### src/design/f2i_pkg.sv
package f2i_pkg;

    localparam logic [2:0] FMT_U32 = 3'd4;
    localparam logic [2:0] FMT_S32 = 3'd5;

    localparam logic [1:0] RM_NEAREST = 2'd0;
    localparam logic [1:0] RM_DOWN    = 2'd1;
    localparam logic [1:0] RM_UP      = 2'd2;
    localparam logic [1:0] RM_ZERO    = 2'd3;

    // Decoded operand, handed from stage 1 to stage 2
    typedef struct packed {
        logic        neg;
        logic        bad;      // NaN, infinity, format or overflow failure
        logic        is_s32;
        logic        left;     // shift left (exponent at or above 150)
        logic [5:0]  amt;      // shift amount
        logic [23:0] man;
        logic [1:0]  mode;
    } f2i_dec_t;

    // Aligned magnitude with rounding bits, stage 2 to stage 3
    typedef struct packed {
        logic        neg;
        logic        bad;
        logic        is_s32;
        logic [32:0] ip;       // integer part, up to 2^33 - 1
        logic        half_bit; // first dropped bit
        logic        sticky;   // any lower dropped bit
        logic [1:0]  mode;
    } f2i_aln_t;

endpackage

### src/design/float32_to_integer_convert_core.sv
// Float32 to 32-bit integer converter.
// Each accepted word passes through the decode, align and round registers in that order.
// Throughput: one word per cycle unless m_ready stalls the output; stages decode, align, round each registered.
// Reset: aresetn synchronous active low clears all stage valid bits.
module float32_to_integer_convert_core (
    input  logic        aclk,
    input  logic        aresetn,
    input  logic        s_valid,
    output logic        s_ready,
    input  logic [31:0] s_source_bits,
    input  logic [2:0]  s_dest_format,
    input  logic [1:0]  s_round_mode,
    output logic        m_valid,
    input  logic        m_ready,
    output logic [31:0] m_converted,
    output logic        m_ok
);
    import f2i_pkg::*;

    f2i_dec_t    dec_c, dec_reg;
    f2i_aln_t    aln_c, aln_reg;
    logic [31:0] conv_c, conv_reg;
    logic        ok_c, ok_reg;
    logic        v1_reg, v2_reg, v3_reg;
    logic        adv1, adv2, adv3;

    f2i_decode u_dec (
        .source_bits (s_source_bits),
        .dest_format (s_dest_format),
        .round_mode  (s_round_mode),
        .dec         (dec_c)
    );

    f2i_align u_aln (.dec(dec_reg), .aln(aln_c));

    f2i_round u_rnd (.aln(aln_reg), .converted(conv_c), .ok(ok_c));

    // Advance each stage when the one after it is empty or moving
    assign adv3    = ~v3_reg | m_ready;
    assign adv2    = ~v2_reg | adv3;
    assign adv1    = ~v1_reg | adv2;
    assign s_ready = adv1;

    always_ff @(posedge aclk) begin
        if (!aresetn) begin
            v1_reg <= 1'b0;
            v2_reg <= 1'b0;
            v3_reg <= 1'b0;
        end else begin
            if (adv1) v1_reg <= s_valid;
            if (adv2) v2_reg <= v1_reg;
            if (adv3) v3_reg <= v2_reg;
        end
    end

    // Hold payload on stall
    always_ff @(posedge aclk) begin
        if (adv1) dec_reg <= dec_c;
        if (adv2) aln_reg <= aln_c;
        if (adv3) begin
            conv_reg <= conv_c;
            ok_reg   <= ok_c;
        end
    end

    assign m_valid     = v3_reg;
    assign m_converted = conv_reg;
    assign m_ok        = ok_reg;

    a_zero_when_fail: assert property (@(posedge aclk) disable iff (!aresetn)
        m_valid && !m_ok |-> m_converted == 32'd0)
        else $error("failed conversion with nonzero value");

    a_stall_holds: assert property (@(posedge aclk) disable iff (!aresetn)
        v3_reg && !m_ready |=> v3_reg && $stable(conv_reg))
        else $error("output stage lost word on stall");

    a_flow: assert property (@(posedge aclk) disable iff (!aresetn)
        s_valid && s_ready |=> v1_reg)
        else $error("accepted word not captured");

endmodule

### src/design/f2i_decode.sv
module f2i_decode (
    input  logic                  [31:0] source_bits,
    input  logic                  [2:0]  dest_format,
    input  logic                  [1:0]  round_mode,
    output f2i_pkg::f2i_dec_t            dec
);
    import f2i_pkg::*;

    logic [7:0] ex;
    logic [8:0] eff;

    // Split the fields and work out the shift direction and amount
    always_comb begin
        ex         = source_bits[30:23];
        eff        = (ex == 8'd0) ? 9'd1 : {1'b0, ex};
        dec.neg    = source_bits[31];
        dec.is_s32 = (dest_format == FMT_S32);
        dec.mode   = round_mode;
        dec.man    = {(ex != 8'd0), source_bits[22:0]};
        dec.left   = (eff >= 9'd150);
        if (dec.left) begin
            dec.amt = (eff - 9'd150 > 9'd32) ? 6'd33 : 6'((eff - 9'd150));
        end else begin
            dec.amt = (9'd150 - eff > 9'd26) ? 6'd26 : 6'((9'd150 - eff));
        end
        dec.bad = (ex == 8'hFF)
                || !(dest_format == FMT_U32 || dest_format == FMT_S32)
                || (dec.left && dec.amt > 6'd32);
    end

endmodule

### src/design/f2i_align.sv
module f2i_align (
    input  f2i_pkg::f2i_dec_t dec,
    output f2i_pkg::f2i_aln_t aln
);
    import f2i_pkg::*;

    logic [58:0] wide;
    logic [49:0] frac;

    // Shift the significand into integer and fraction parts
    always_comb begin
        wide       = 59'(dec.man) << dec.amt[5:0];
        frac       = {dec.man, 26'd0} >> dec.amt[4:0];
        aln.neg    = dec.neg;
        aln.is_s32 = dec.is_s32;
        aln.mode   = dec.mode;
        // Flag magnitudes that spill past the 33-bit integer part
        aln.bad    = dec.bad | (dec.left & (|wide[58:33]));
        if (dec.left) begin
            aln.ip       = wide[32:0];
            aln.half_bit = 1'b0;
            aln.sticky   = 1'b0;
        end else begin
            aln.ip       = {9'd0, frac[49:26]};
            aln.half_bit = frac[25];
            aln.sticky   = |frac[24:0];
        end
    end

endmodule

### src/design/f2i_round.sv
module f2i_round (
    input  f2i_pkg::f2i_aln_t        aln,
    output logic              [31:0] converted,
    output logic                     ok
);
    import f2i_pkg::*;

    logic        up;
    logic        inexact;
    logic [33:0] mag;
    logic        fit;
    logic [31:0] neg_val;

    // Round the magnitude, range-check and apply the sign
    always_comb begin
        inexact = aln.half_bit | aln.sticky;
        case (aln.mode)
            RM_DOWN: up = aln.neg & inexact;
            RM_UP:   up = ~aln.neg & inexact;
            RM_ZERO: up = 1'b0;
            default: up = aln.half_bit & (aln.sticky | aln.ip[0]);
        endcase
        mag = {1'b0, aln.ip} + {33'd0, up};
        if (aln.is_s32) begin
            fit = aln.neg ? (mag <= 34'h080000000) : (mag < 34'h080000000);
        end else begin
            fit = aln.neg ? (mag == 34'd0) : (mag < 34'h100000000);
        end
        ok        = fit & ~aln.bad;
        neg_val   = 32'd0 - mag[31:0];
        converted = ok ? (aln.neg ? neg_val : mag[31:0]) : 32'd0;
    end

endmodule
### config.mk
export PLATFORM = sky130hd
export DESIGN_NAME = float32_to_integer_convert_core
export DESIGN_NICKNAME = d
export VERILOG_FILES = /design/src/design/f2i_pkg.sv /design/src/design/float32_to_integer_convert_core.sv /design/src/design/f2i_decode.sv /design/src/design/f2i_align.sv /design/src/design/f2i_round.sv
export SDC_FILE = /design/constraint.sdc
export NUM_CORES = 1
export LEC_CHECK = 0
export ABC_AREA = 1
export BUFFER_PORTS_ARGS = -buffer_cell sky130_fd_sc_hd__buf_2
export CORE_UTILIZATION = 50
export DETAILED_ROUTE_END_ITERATION = 16
export GPL_ROUTABILITY_DRIVEN = 0
export PLACE_DENSITY = 0.68
export SLEW_MARGIN = 20
export SYNTH_ARGS = -nofsm -noshare
export SYNTH_HDL_FRONTEND = slang
export SYNTH_HIERARCHICAL = 1
export SYNTH_SLANG_ARGS = --single-unit
### constraint.sdc
create_clock -name aclk -period 8 [get_ports aclk]
set_input_delay 1.6 -clock aclk [delete_from_list [all_inputs] [get_ports aclk]]
set_output_delay 1.6 -clock aclk [all_outputs]
set_load 0.03 [all_outputs]
### Yosys cells after proc, flatten, opt, wreduce, memory -nomap -nowiden

Cells that the tools add are included.

| operators by class | value |
|---|---|
| reductions and logical operators | 10 |
| div/mod/pow operators | 0 |
| $lt $le $gt $ge | 7 |
| $mul | 0 |
| equality and inequality tests | 6 |
| add/sub/neg operators | 4 |
| shift-type cells | 2 |
| bitwise logic cells | 16 |
| muxes and demuxes | 10 |

Operator list:

| operator | count |
|---|---|
| $shl A24 B6 Y59 | 1 |
| $shr A50 B5 Y50 | 1 |
| $add A33 B1 Y34 | 1 |
| $le A34 B32 Y1 const B | 1 |
| $logic_not A34 Y1 | 1 |
| $lt A34 B32 Y1 const B | 1 |
| $lt A34 B33 Y1 const B | 1 |
| $mux W32 | 1 |
| $sub A1 B32 Y32 const A | 1 |
| $mux W26 | 1 |
| $reduce_or A26 Y1 | 1 |
| $reduce_or A25 Y1 | 1 |
| $mux W6 | 3 |
| $ge A9 B8 Y1 const B | 1 |
| $gt A9 B5 Y1 const B | 1 |
| $gt A9 B6 Y1 const B | 1 |
| $sub A8 B9 Y9 const A | 1 |
| $sub A9 B8 Y9 const B | 1 |
| $eq A8 B8 Y1 const B | 1 |
| $logic_not A8 Y1 | 1 |
| $mux W8 | 1 |
| $reduce_bool A8 Y1 | 1 |
| $eq A3 B3 Y1 const B | 2 |
| $gt A6 B6 Y1 const B | 1 |
| 10 further kinds | 28 |

| storage, ports and cells | value |
|---|---|
| input bits | 41 |
| ROM bits | 0 |
| memories kept | 0 |
| logic and storage cells | 75 |
| register bits after elaboration | 112 |
| RAM bits | 0 |
| output and inout bits | 35 |
| bits in latches | 0 |

### Depth between registers and ports, before layout

Gate-level depths: netlist of the first run.

| logic depth | value |
|---|---|
| depth after elaboration | 9 |
| depth in mapped cells | 22 |

### Modules after synthesis

Netlist of the first run, hierarchy kept.

By module, submodules not included:

| module | area an instance (um2) | instances | sequential area each (um2) | cells each |
|---|---|---|---|---|
| float32_to_integer_convert_core | 3388.2 | 1 | 3333.2 | 123 |
| f2i_align | 3231.8 | 1 | 0.0 | 653 |
| f2i_round | 2449.8 | 1 | 0.0 | 499 |
| f2i_decode | 605.6 | 1 | 0.0 | 117 |

### Least setup slack after synthesis of the first run

OpenSTA, ideal clock, no wires.

| timing path | value |
|---|---|
| path type | in2out |
| from | in m_ready |
| to | out s_ready |
| required time | 6.400 ns |
| buffers on the path | 0 |
| arrival | 2.475 ns |
| stages on the path | 2 |
| setup slack | 3.925 ns |
| cells stage by stage | inv_1 nand4_2 |

| on the way | value |
|---|---|
| longest elaborated chain between the ends | 3 |

Ends and longest elaborated chain:

| what | line | source |
|---|---|---|
| start, declared | float32_to_integer_convert_core.sv:14 | `input logic m_ready,` |
| $or A1 B1 Y1 | float32_to_integer_convert_core.sv:39 | `assign adv3 = ~v3_reg \| m_ready;` |
| $or A1 B1 Y1 | float32_to_integer_convert_core.sv:40 | `assign adv2 = ~v2_reg \| adv3;` |
| $or A1 B1 Y1 | float32_to_integer_convert_core.sv:41 | `assign adv1 = ~v1_reg \| adv2;` |
| end, declared | float32_to_integer_convert_core.sv:9 | `output logic s_ready,` |

No other way between the ends.

### Final worst setup path of the first run

Same ends and word-level chain as after synthesis.

==> results of run 1 <==
-- cell type report --
| class | count | area [µm²] | area share |
|---|---|---|---|
| Multi-Input combinational cell | 1099 | 5436 | 0.5335 |
| Timing Repair Buffer | 83 | 435.4 | 0.04273 |
| Clock buffer | 10 | 229.0 | 0.02247 |
| Sequential cell | 112 | 3333 | 0.3271 |
| Inverter | 99 | 376.6 | 0.03696 |
| Clock inverter | 6 | 55.05 | 0.005402 |
| Tap cell | 260 | 325.3 | 0.03192 |
-- worst reg2reg max path, delay by kind of cell, from the launching register on --
family | cells | cell delay, ns
buffers and inverters | 2 | 0.36
and+or+nand+nor | 9 | 1.24
xor gates and xnor gates | 1 | 0.17
DFF | 1 | 0.36
adders and majority gates | 2 | 0.55
AOI/OAI and AO/OA | 3 | 0.90
-- cell usage after synthesis (10+ instances only) --
| cell | instances |
|---|---|
| sky130_fd_sc_hd__o21ai_1 | 24 |
| sky130_fd_sc_hd__o21ai_0 | 32 |
| sky130_fd_sc_hd__xor2_1 | 10 |
| sky130_fd_sc_hd__edfxtp_1 | 109 |
| sky130_fd_sc_hd__a21oi_2 | 15 |
| sky130_fd_sc_hd__nand3_1 | 245 |
| sky130_fd_sc_hd__a21oi_1 | 24 |
| sky130_fd_sc_hd__nand2_1 | 435 |
| sky130_fd_sc_hd__and2_1 | 21 |
| sky130_fd_sc_hd__nand4_1 | 14 |
| sky130_fd_sc_hd__o22ai_1 | 14 |
| sky130_fd_sc_hd__nand3_2 | 14 |
| sky130_fd_sc_hd__nor2_2 | 14 |
| sky130_fd_sc_hd__buf_2 | 18 |
| sky130_fd_sc_hd__buf_4 | 32 |
| sky130_fd_sc_hd__nand2_2 | 35 |
| sky130_fd_sc_hd__inv_1 | 85 |
| sky130_fd_sc_hd__clkbuf_1 | 15 |
| sky130_fd_sc_hd__nor2_1 | 121 |
-- routing by layer --
layer,share of wire,vias to the layer above,global-route usage
met5,0,-,0
met4,0.043,0,0.1310
met3,0.056,80,0.03465
met2,0.47,387,0.4247
met1,0.44,4170,0.3299
li1,-,4665,-
-- kinds of logic after synthesis --
group                    after synthesis  share of synthesized area
AO/OA/AOI/OAI                        137                    0.08819
flip-flops                           112                     0.3445
AND/OR/NAND/NOR                      938                     0.4485
XOR/XNOR                              13                    0.01177
multiplexers                           5                   0.005173
adder cells (fa/ha/maj)                6                   0.007759
buffers and inverters                181                    0.09414
-- path summary, 6_finish.rpt --
kind               start              to  slack [ns]  depth (start not counted)
max reg2reg  aln_reg[39]  m_converted[7]        4.24                         17
max              m_ready         s_ready        3.90                          5
min           dec_reg[1]      aln_reg[1]        0.42                          0
min reg2reg   dec_reg[1]      aln_reg[1]        0.42                          0
-- per-stage QoR --
stage               total power, W  hold slack, ns  instances    util  worst slack, ns
floorplan                 0.001274          0.4403       1392       -            3.925
global placement          0.001403          0.4049       1653  0.5261            3.883
detailed placement        0.001409          0.4066       1653  0.5261            3.877
CTS                       0.001853          0.4251       1669  0.5412            3.877
global route              0.001971          0.4399       1669  0.5412            3.810
finish                    0.001855          0.4226       1669  0.5412            3.904
-- power by group --
group | leakage [nW] | switching, W | internal [W]
sequential | 1.27 | 0.0000432 | 0.000695
combinational | 3.20 | 0.000465 | 0.000210
clock | 0.136 | 0.000224 | 0.000217
==> run summary, run 1 <==
Layout fillers - 1878
buffers inserted during post-CTS setup optimization - 0
post-detail-place hpwl - 19200 µm
flip-flop count of the largest register after layout - 40
Max Root-Sink Buffers - 2
share of flip-flops with an asynchronous set or reset after synthesis - 0
primary flip-flop cell chosen by synthesis mapping - sky130_fd_sc_hd__edfxtp_1
sum of overflow across all layers after global routing - 0
min-delay worst type - flop to flop
Synth Area per Inst - 6.951 µm²
via count of the first global-routing pass - 8430
core area - 18830 µm²
clock buffer count from CTS - 9
area share of the leading cell type in the synthesized netlist - 0.3383
Final nets - 1451
TritonCTS clock tree - yes
global-route wire length before repair - 40230 µm
number of detailed-route iterations in the first pass - 8
commonest non-fill, non-tap cell in the layout - sky130_fd_sc_hd__nand2_1
Post-synth EDFFs - 109
total wire length - 24960 µm
area of all placed cells without fillers - 10190 µm²
critical-path cell with the highest stage delay - sky130_fd_sc_hd__buf_4
critical path startpoint category - input port
starting utilization of the core area - 0.5138
Setup Viol. Count Final - 0
arrival time at the worst endpoint - 2.50 ns
post-cts hold buffer count - 0
post-detailed-placement cell area - 9907 µm²
DRT iter0 DRCs - 938
total I/O pin count - 76
total leakage power - 4.611 nW
Clock Skews - 0.01083 ns
number of cells upsized or downsized after cts - 0
vertical die dimension - 141.1 µm
number of warnings printed during yosys synthesis - 6
Largest delay share family, worst path - buffers and inverters
worst voltage drop across the vdd grid - 0.1153 mV
Final Hold Vio Count - 0
pwr/cell area - 182.0 nW/µm²
highest-count cells in the layout ignoring fill and taps - 435 x sky130_fd_sc_hd__nand2_1, 244 x sky130_fd_sc_hd__nand3_1, 121 x sky130_fd_sc_hd__nor2_1
critical path peak fanout - 38
total nets after synthesis - 1439
Antenna Nets Post-Route - 0
Clock Pin Slew Worst Setup and Hold Paths - 0.07 ns
sequential area share after synthesis - 0.3445
all-layer global routing usage - 0.2573
Syn Inst Count - 1392
time the worst path needs with I/O delays and setup - 4.096 ns
clock root buffer - sky130_fd_sc_hd__clkbuf_16
aggregate negative setup slack - 0 ns
number of max-cap violations - 0
post-synthesis instance area - 9676 µm²
count of state elements after synthesis - 112
number of input and output port buffers inserted - 75
via count - 9302
count of unique library cells instantiated by Yosys - 50
Worst Tran Pin Value - 0.9364 ns
status - completed
Die ar. - 19910 µm²
crit share post-route - 0.5119
DRC violations left - 0
largest net degree at the start of global routing - 62
Relative slew margins - 0.3750
kind of critical path - input port to primary output
x dimension of the die - 141.1 µm
Peak Freq - 244.2 MHz
Final Max Slew Viols - 0
fraction of layout cells with a size suffix above 1 - 0.1540
CP Cell Sequence - buf_2 > inv_1 > nand4_2 > buf_4 > buf_2
number of vias per cell after detailed routing - 5.573
largest area contributor in the synthesized netlist - sky130_fd_sc_hd__edfxtp_1
diode insertion count for antenna repair - 0
Data required, critical path - 6.40 ns
critical path capture point type - primary output
wire length per cell after detailed routing - 14.96 µm
Critical Path Most Common Cell - sky130_fd_sc_hd__buf_2
setup repair after global routing missed its margin - false
sum of buffers and inverters on the critical path - 4
CTS HTree Levels - 3
post-synthesis to final-layout area growth - 5.328%
number of rows created at floorplan - 50
worst stage delay on the critical path - 0.40 ns
number of clock sinks - 112
initial antenna violation count - 0
Synth area leaders - sky130_fd_sc_hd__edfxtp_1 34%, sky130_fd_sc_hd__nand2_1 17%, sky130_fd_sc_hd__nand3_1 13%
clock latency reported for the late side of the worst-skew pair - 0.36 ns
(Power assumes the default switching activity.)
==> run 2: changes to the inputs <==
- clock period: 8 -> 4.2 ns (I/O delays scaled with it)
==> run 2 against run 1 <==
  * Non-clock buffer count grew 2
  * Combinational power is 93% higher
  * Design area grew 0.26%
  * Wire length is 1.1% higher
  * Setup slack got worse by 3.1 ns
  * Largest cell class unchanged
  * Largest power group unchanged
==> run summary, run 2 (synthesis results as in run 1) <==
commonest non-fill, non-tap cell in the layout - sky130_fd_sc_hd__nand2_1
pwr/cell area - 345.4 nW/µm² (+90%)
arrival time at the worst endpoint - 3.54 ns (+1.04 ns)
total leakage power - 4.622 nW (+0.25%)
post-synthesis to final-layout area growth - 5.599%
Peak Freq - 292.2 MHz
Final Hold Vio Count - 0 (unchanged)
worst voltage drop across the vdd grid - 0.2024 mV (+76%)
core area - 18830 µm² (unchanged)
vertical die dimension - 141.1 µm (unchanged)
Layout fillers - 1839 (-2.1%)
Critical Path Most Common Cell - sky130_fd_sc_hd__nand2_1
flip-flop count of the largest register after layout - 40 (unchanged)
post-cts hold buffer count - 0 (unchanged)
critical-path cell with the highest stage delay - sky130_fd_sc_hd__edfxtp_1
number of detailed-route iterations in the first pass - 7 (-1)
x dimension of the die - 141.1 µm (unchanged)
Relative slew margins - 0.3425 (-0.03256)
time the worst path needs with I/O delays and setup - 3.423 ns
aggregate negative setup slack - 0 ns (unchanged)
net load switching power - 0.001377 W (+88%)
Data required, critical path - 4.32 ns (-2.08 ns)
critical path peak fanout - 5 (-87%)
number of max-cap violations - 0 (unchanged)
Max Root-Sink Buffers - 2 (unchanged)
Largest delay share family, worst path - simple AND/OR/NAND/NOR gates
total I/O pin count - 76 (unchanged)
status - completed
wire length per cell after detailed routing - 15.10 µm (+0.93%)
min-delay worst type - flop to flop
DRT iter0 DRCs - 763 (-19%)
CP Cell Sequence - inv_1 > ha_1 > o21ai_0 > o31ai_1 > ha_1 > ha_1 > nand3_2 > xor2_1 > nand3_1 > nor3_2 > nand2_1 > nor2_1 > nand2_1 > nand2_1 > nand3_1 > nand2_1 > nor2_1
Clock Skews - 0.005017 ns (-0.005818 ns)
critical path capture point type - flop
Final Max Slew Viols - 0 (unchanged)
global-route wire length before repair - 40990 µm (+1.9%)
TritonCTS clock tree - yes
post-detail-place hpwl - 19960 µm (+3.9%)
cell internal power dissipation - 0.002152 W (+92%)
via count - 9257 (-0.48%)
critical path startpoint category - flop
sw frac - 0.3901 (-0.005073)
Final nets - 1453 (+0.14%)
portion of total power attributed to combinational logic - 0.367 (+0.003)
number of rows created at floorplan - 50 (unchanged)
Design Power - 0.003529 W (+90%)
highest-count cells in the layout ignoring fill and taps - 435 x sky130_fd_sc_hd__nand2_1, 244 x sky130_fd_sc_hd__nand3_1, 121 x sky130_fd_sc_hd__nor2_1
clock buffer count from CTS - 9 (unchanged)
clock network power share - 0.235 (-0.003)
number of input and output port buffers inserted - 75 (unchanged)
number of vias per cell after detailed routing - 5.540 (-0.60%)
hold slack - 0.4215 ns (-0.001140 ns)
DRC violations left - 0 (unchanged)
Clock Pin Slew Worst Setup and Hold Paths - 0.07 ns (about the same)
initial antenna violation count - 0 (unchanged)
via count of the first global-routing pass - 8339 (-1.1%)
starting utilization of the core area - 0.5138 (unchanged)
number of clock sinks - 112 (unchanged)
buffers inserted during post-CTS setup optimization - 0 (unchanged)
Setup Viol. Count Final - 0 (unchanged)
diode insertion count for antenna repair - 0 (unchanged)
all-layer global routing usage - 0.2622 (+0.004980)
number of cells upsized or downsized after cts - 0 (unchanged)
crit share post-route - 0.8150
Worst Tran Pin Value - 0.9852 ns (+0.04883 ns)
Antenna Nets Post-Route - 0 (unchanged)
fraction of layout cells with a size suffix above 1 - 0.1552 (+0.001199)
largest net degree at the start of global routing - 55 (-11%)
footprint of the multi-input gates - 5436 µm² (unchanged)
sum of overflow across all layers after global routing - 0 (unchanged)
sequential fraction of design power - 0.398 (about the same)
sum of buffers and inverters on the critical path - 1 (-3)
area taken by flip-flops and latches - 3333 µm² (unchanged)
CTS HTree Levels - 3 (unchanged)
total wire length - 25230 µm (+1.1%)
worst stage delay on the critical path - 0.35 ns (-0.05 ns)
setup repair after global routing missed its margin - false
clock root buffer - sky130_fd_sc_hd__clkbuf_16
kind of critical path - flop to flop
Die ar. - 19910 µm² (unchanged)
clock latency reported for the late side of the worst-skew pair - 0.36 ns (about the same)
run 2: changes by cell type in the layout (fill, tap and decap cells not counted):
cell / change
sky130_fd_sc_hd__clkbuf_8: +1
sky130_fd_sc_hd__inv_8: +1
sky130_fd_sc_hd__clkinv_8: -1
sky130_fd_sc_hd__inv_6: -2
sky130_fd_sc_hd__buf_4: +1
sky130_fd_sc_hd__clkinvlp_4: +1
sky130_fd_sc_hd__buf_12: +1
run 2: metrics by stage:
step           std cells    util  instance area, µm²  setup slack (ns)
2_1_floorplan       1392       -                9676            0.9448
3_3_place_gp        1655  0.5276                9935            0.9299
3_5_place_dp        1655  0.5276                9935            0.8324
4_1_cts             1671  0.5426               10220            0.7701
5_1_grt             1671  0.5426               10220            0.3789
6_report            1671  0.5426               10220            0.7772
run 2: power groups by stage:
stage | sequential [W] | clock [W] | combinational, W
2_1_floorplan | 0.00144 | 0 | 0.000989
3_3_place_gp | 0.00143 | 0 | 0.00126
4_1_cts | 0.00141 | 0.000849 | 0.00127
6_report | 0.00141 | 0.000828 | 0.00130
5_1_grt | 0.00142 | 0.000900 | 0.00144
3_5_place_dp | 0.00143 | 0 | 0.00127
run 2: metal layers:
layer	wire, µm	vias up	share of wire	global-route usage
met5	0	-	0	0
met4	1140	0	0.045	0.1281
met3	1499	74	0.059	0.04246
met2	11930	375	0.47	0.4382
met1	10650	4135	0.42	0.3294
li1	-	4673	-	-
run 2: layout make-up:
cell class / count / share of cell area
well taps: 260 / 0.03184
clock buffers: 11 / 0.02376
inverters: 99 / 0.03686
clock inverters: 5 / 0.003919
flip-flops and latches: 112 / 0.3262
repair buffers: 85 / 0.04531
multi-input cells: 1099 / 0.5321
run 2: worst register-to-register path, cell delays in order (launching register included):
cell and delay, ns:
sky130_fd_sc_hd__edfxtp_1 0.35, sky130_fd_sc_hd__inv_1 0.05, sky130_fd_sc_hd__ha_1 0.26, sky130_fd_sc_hd__o21ai_0 0.08, sky130_fd_sc_hd__o31ai_1 0.26, sky130_fd_sc_hd__ha_1 0.26, sky130_fd_sc_hd__ha_1 0.24, sky130_fd_sc_hd__nand3_2 0.15
sky130_fd_sc_hd__xor2_1 0.28, sky130_fd_sc_hd__nand3_1 0.16, sky130_fd_sc_hd__nor3_2 0.23, sky130_fd_sc_hd__nand2_1 0.19, sky130_fd_sc_hd__nor2_1 0.25, sky130_fd_sc_hd__nand2_1 0.11, sky130_fd_sc_hd__nand2_1 0.12, sky130_fd_sc_hd__nand3_1 0.09
sky130_fd_sc_hd__nand2_1 0.08, sky130_fd_sc_hd__nor2_1 0.04
run 2: path summary, 6_finish.rpt:
kind | slack (ns) | depth (start not counted) | start | endpoint
hold reg to reg | 0.42 | 0 | dec_reg[35] | aln_reg[39]
setup / recovery | 0.78 | 17 | aln_reg[1] | m_converted[31]
hold / removal | 0.42 | 0 | dec_reg[35] | aln_reg[39]
setup reg to reg | 0.78 | 17 | aln_reg[1] | m_converted[31]
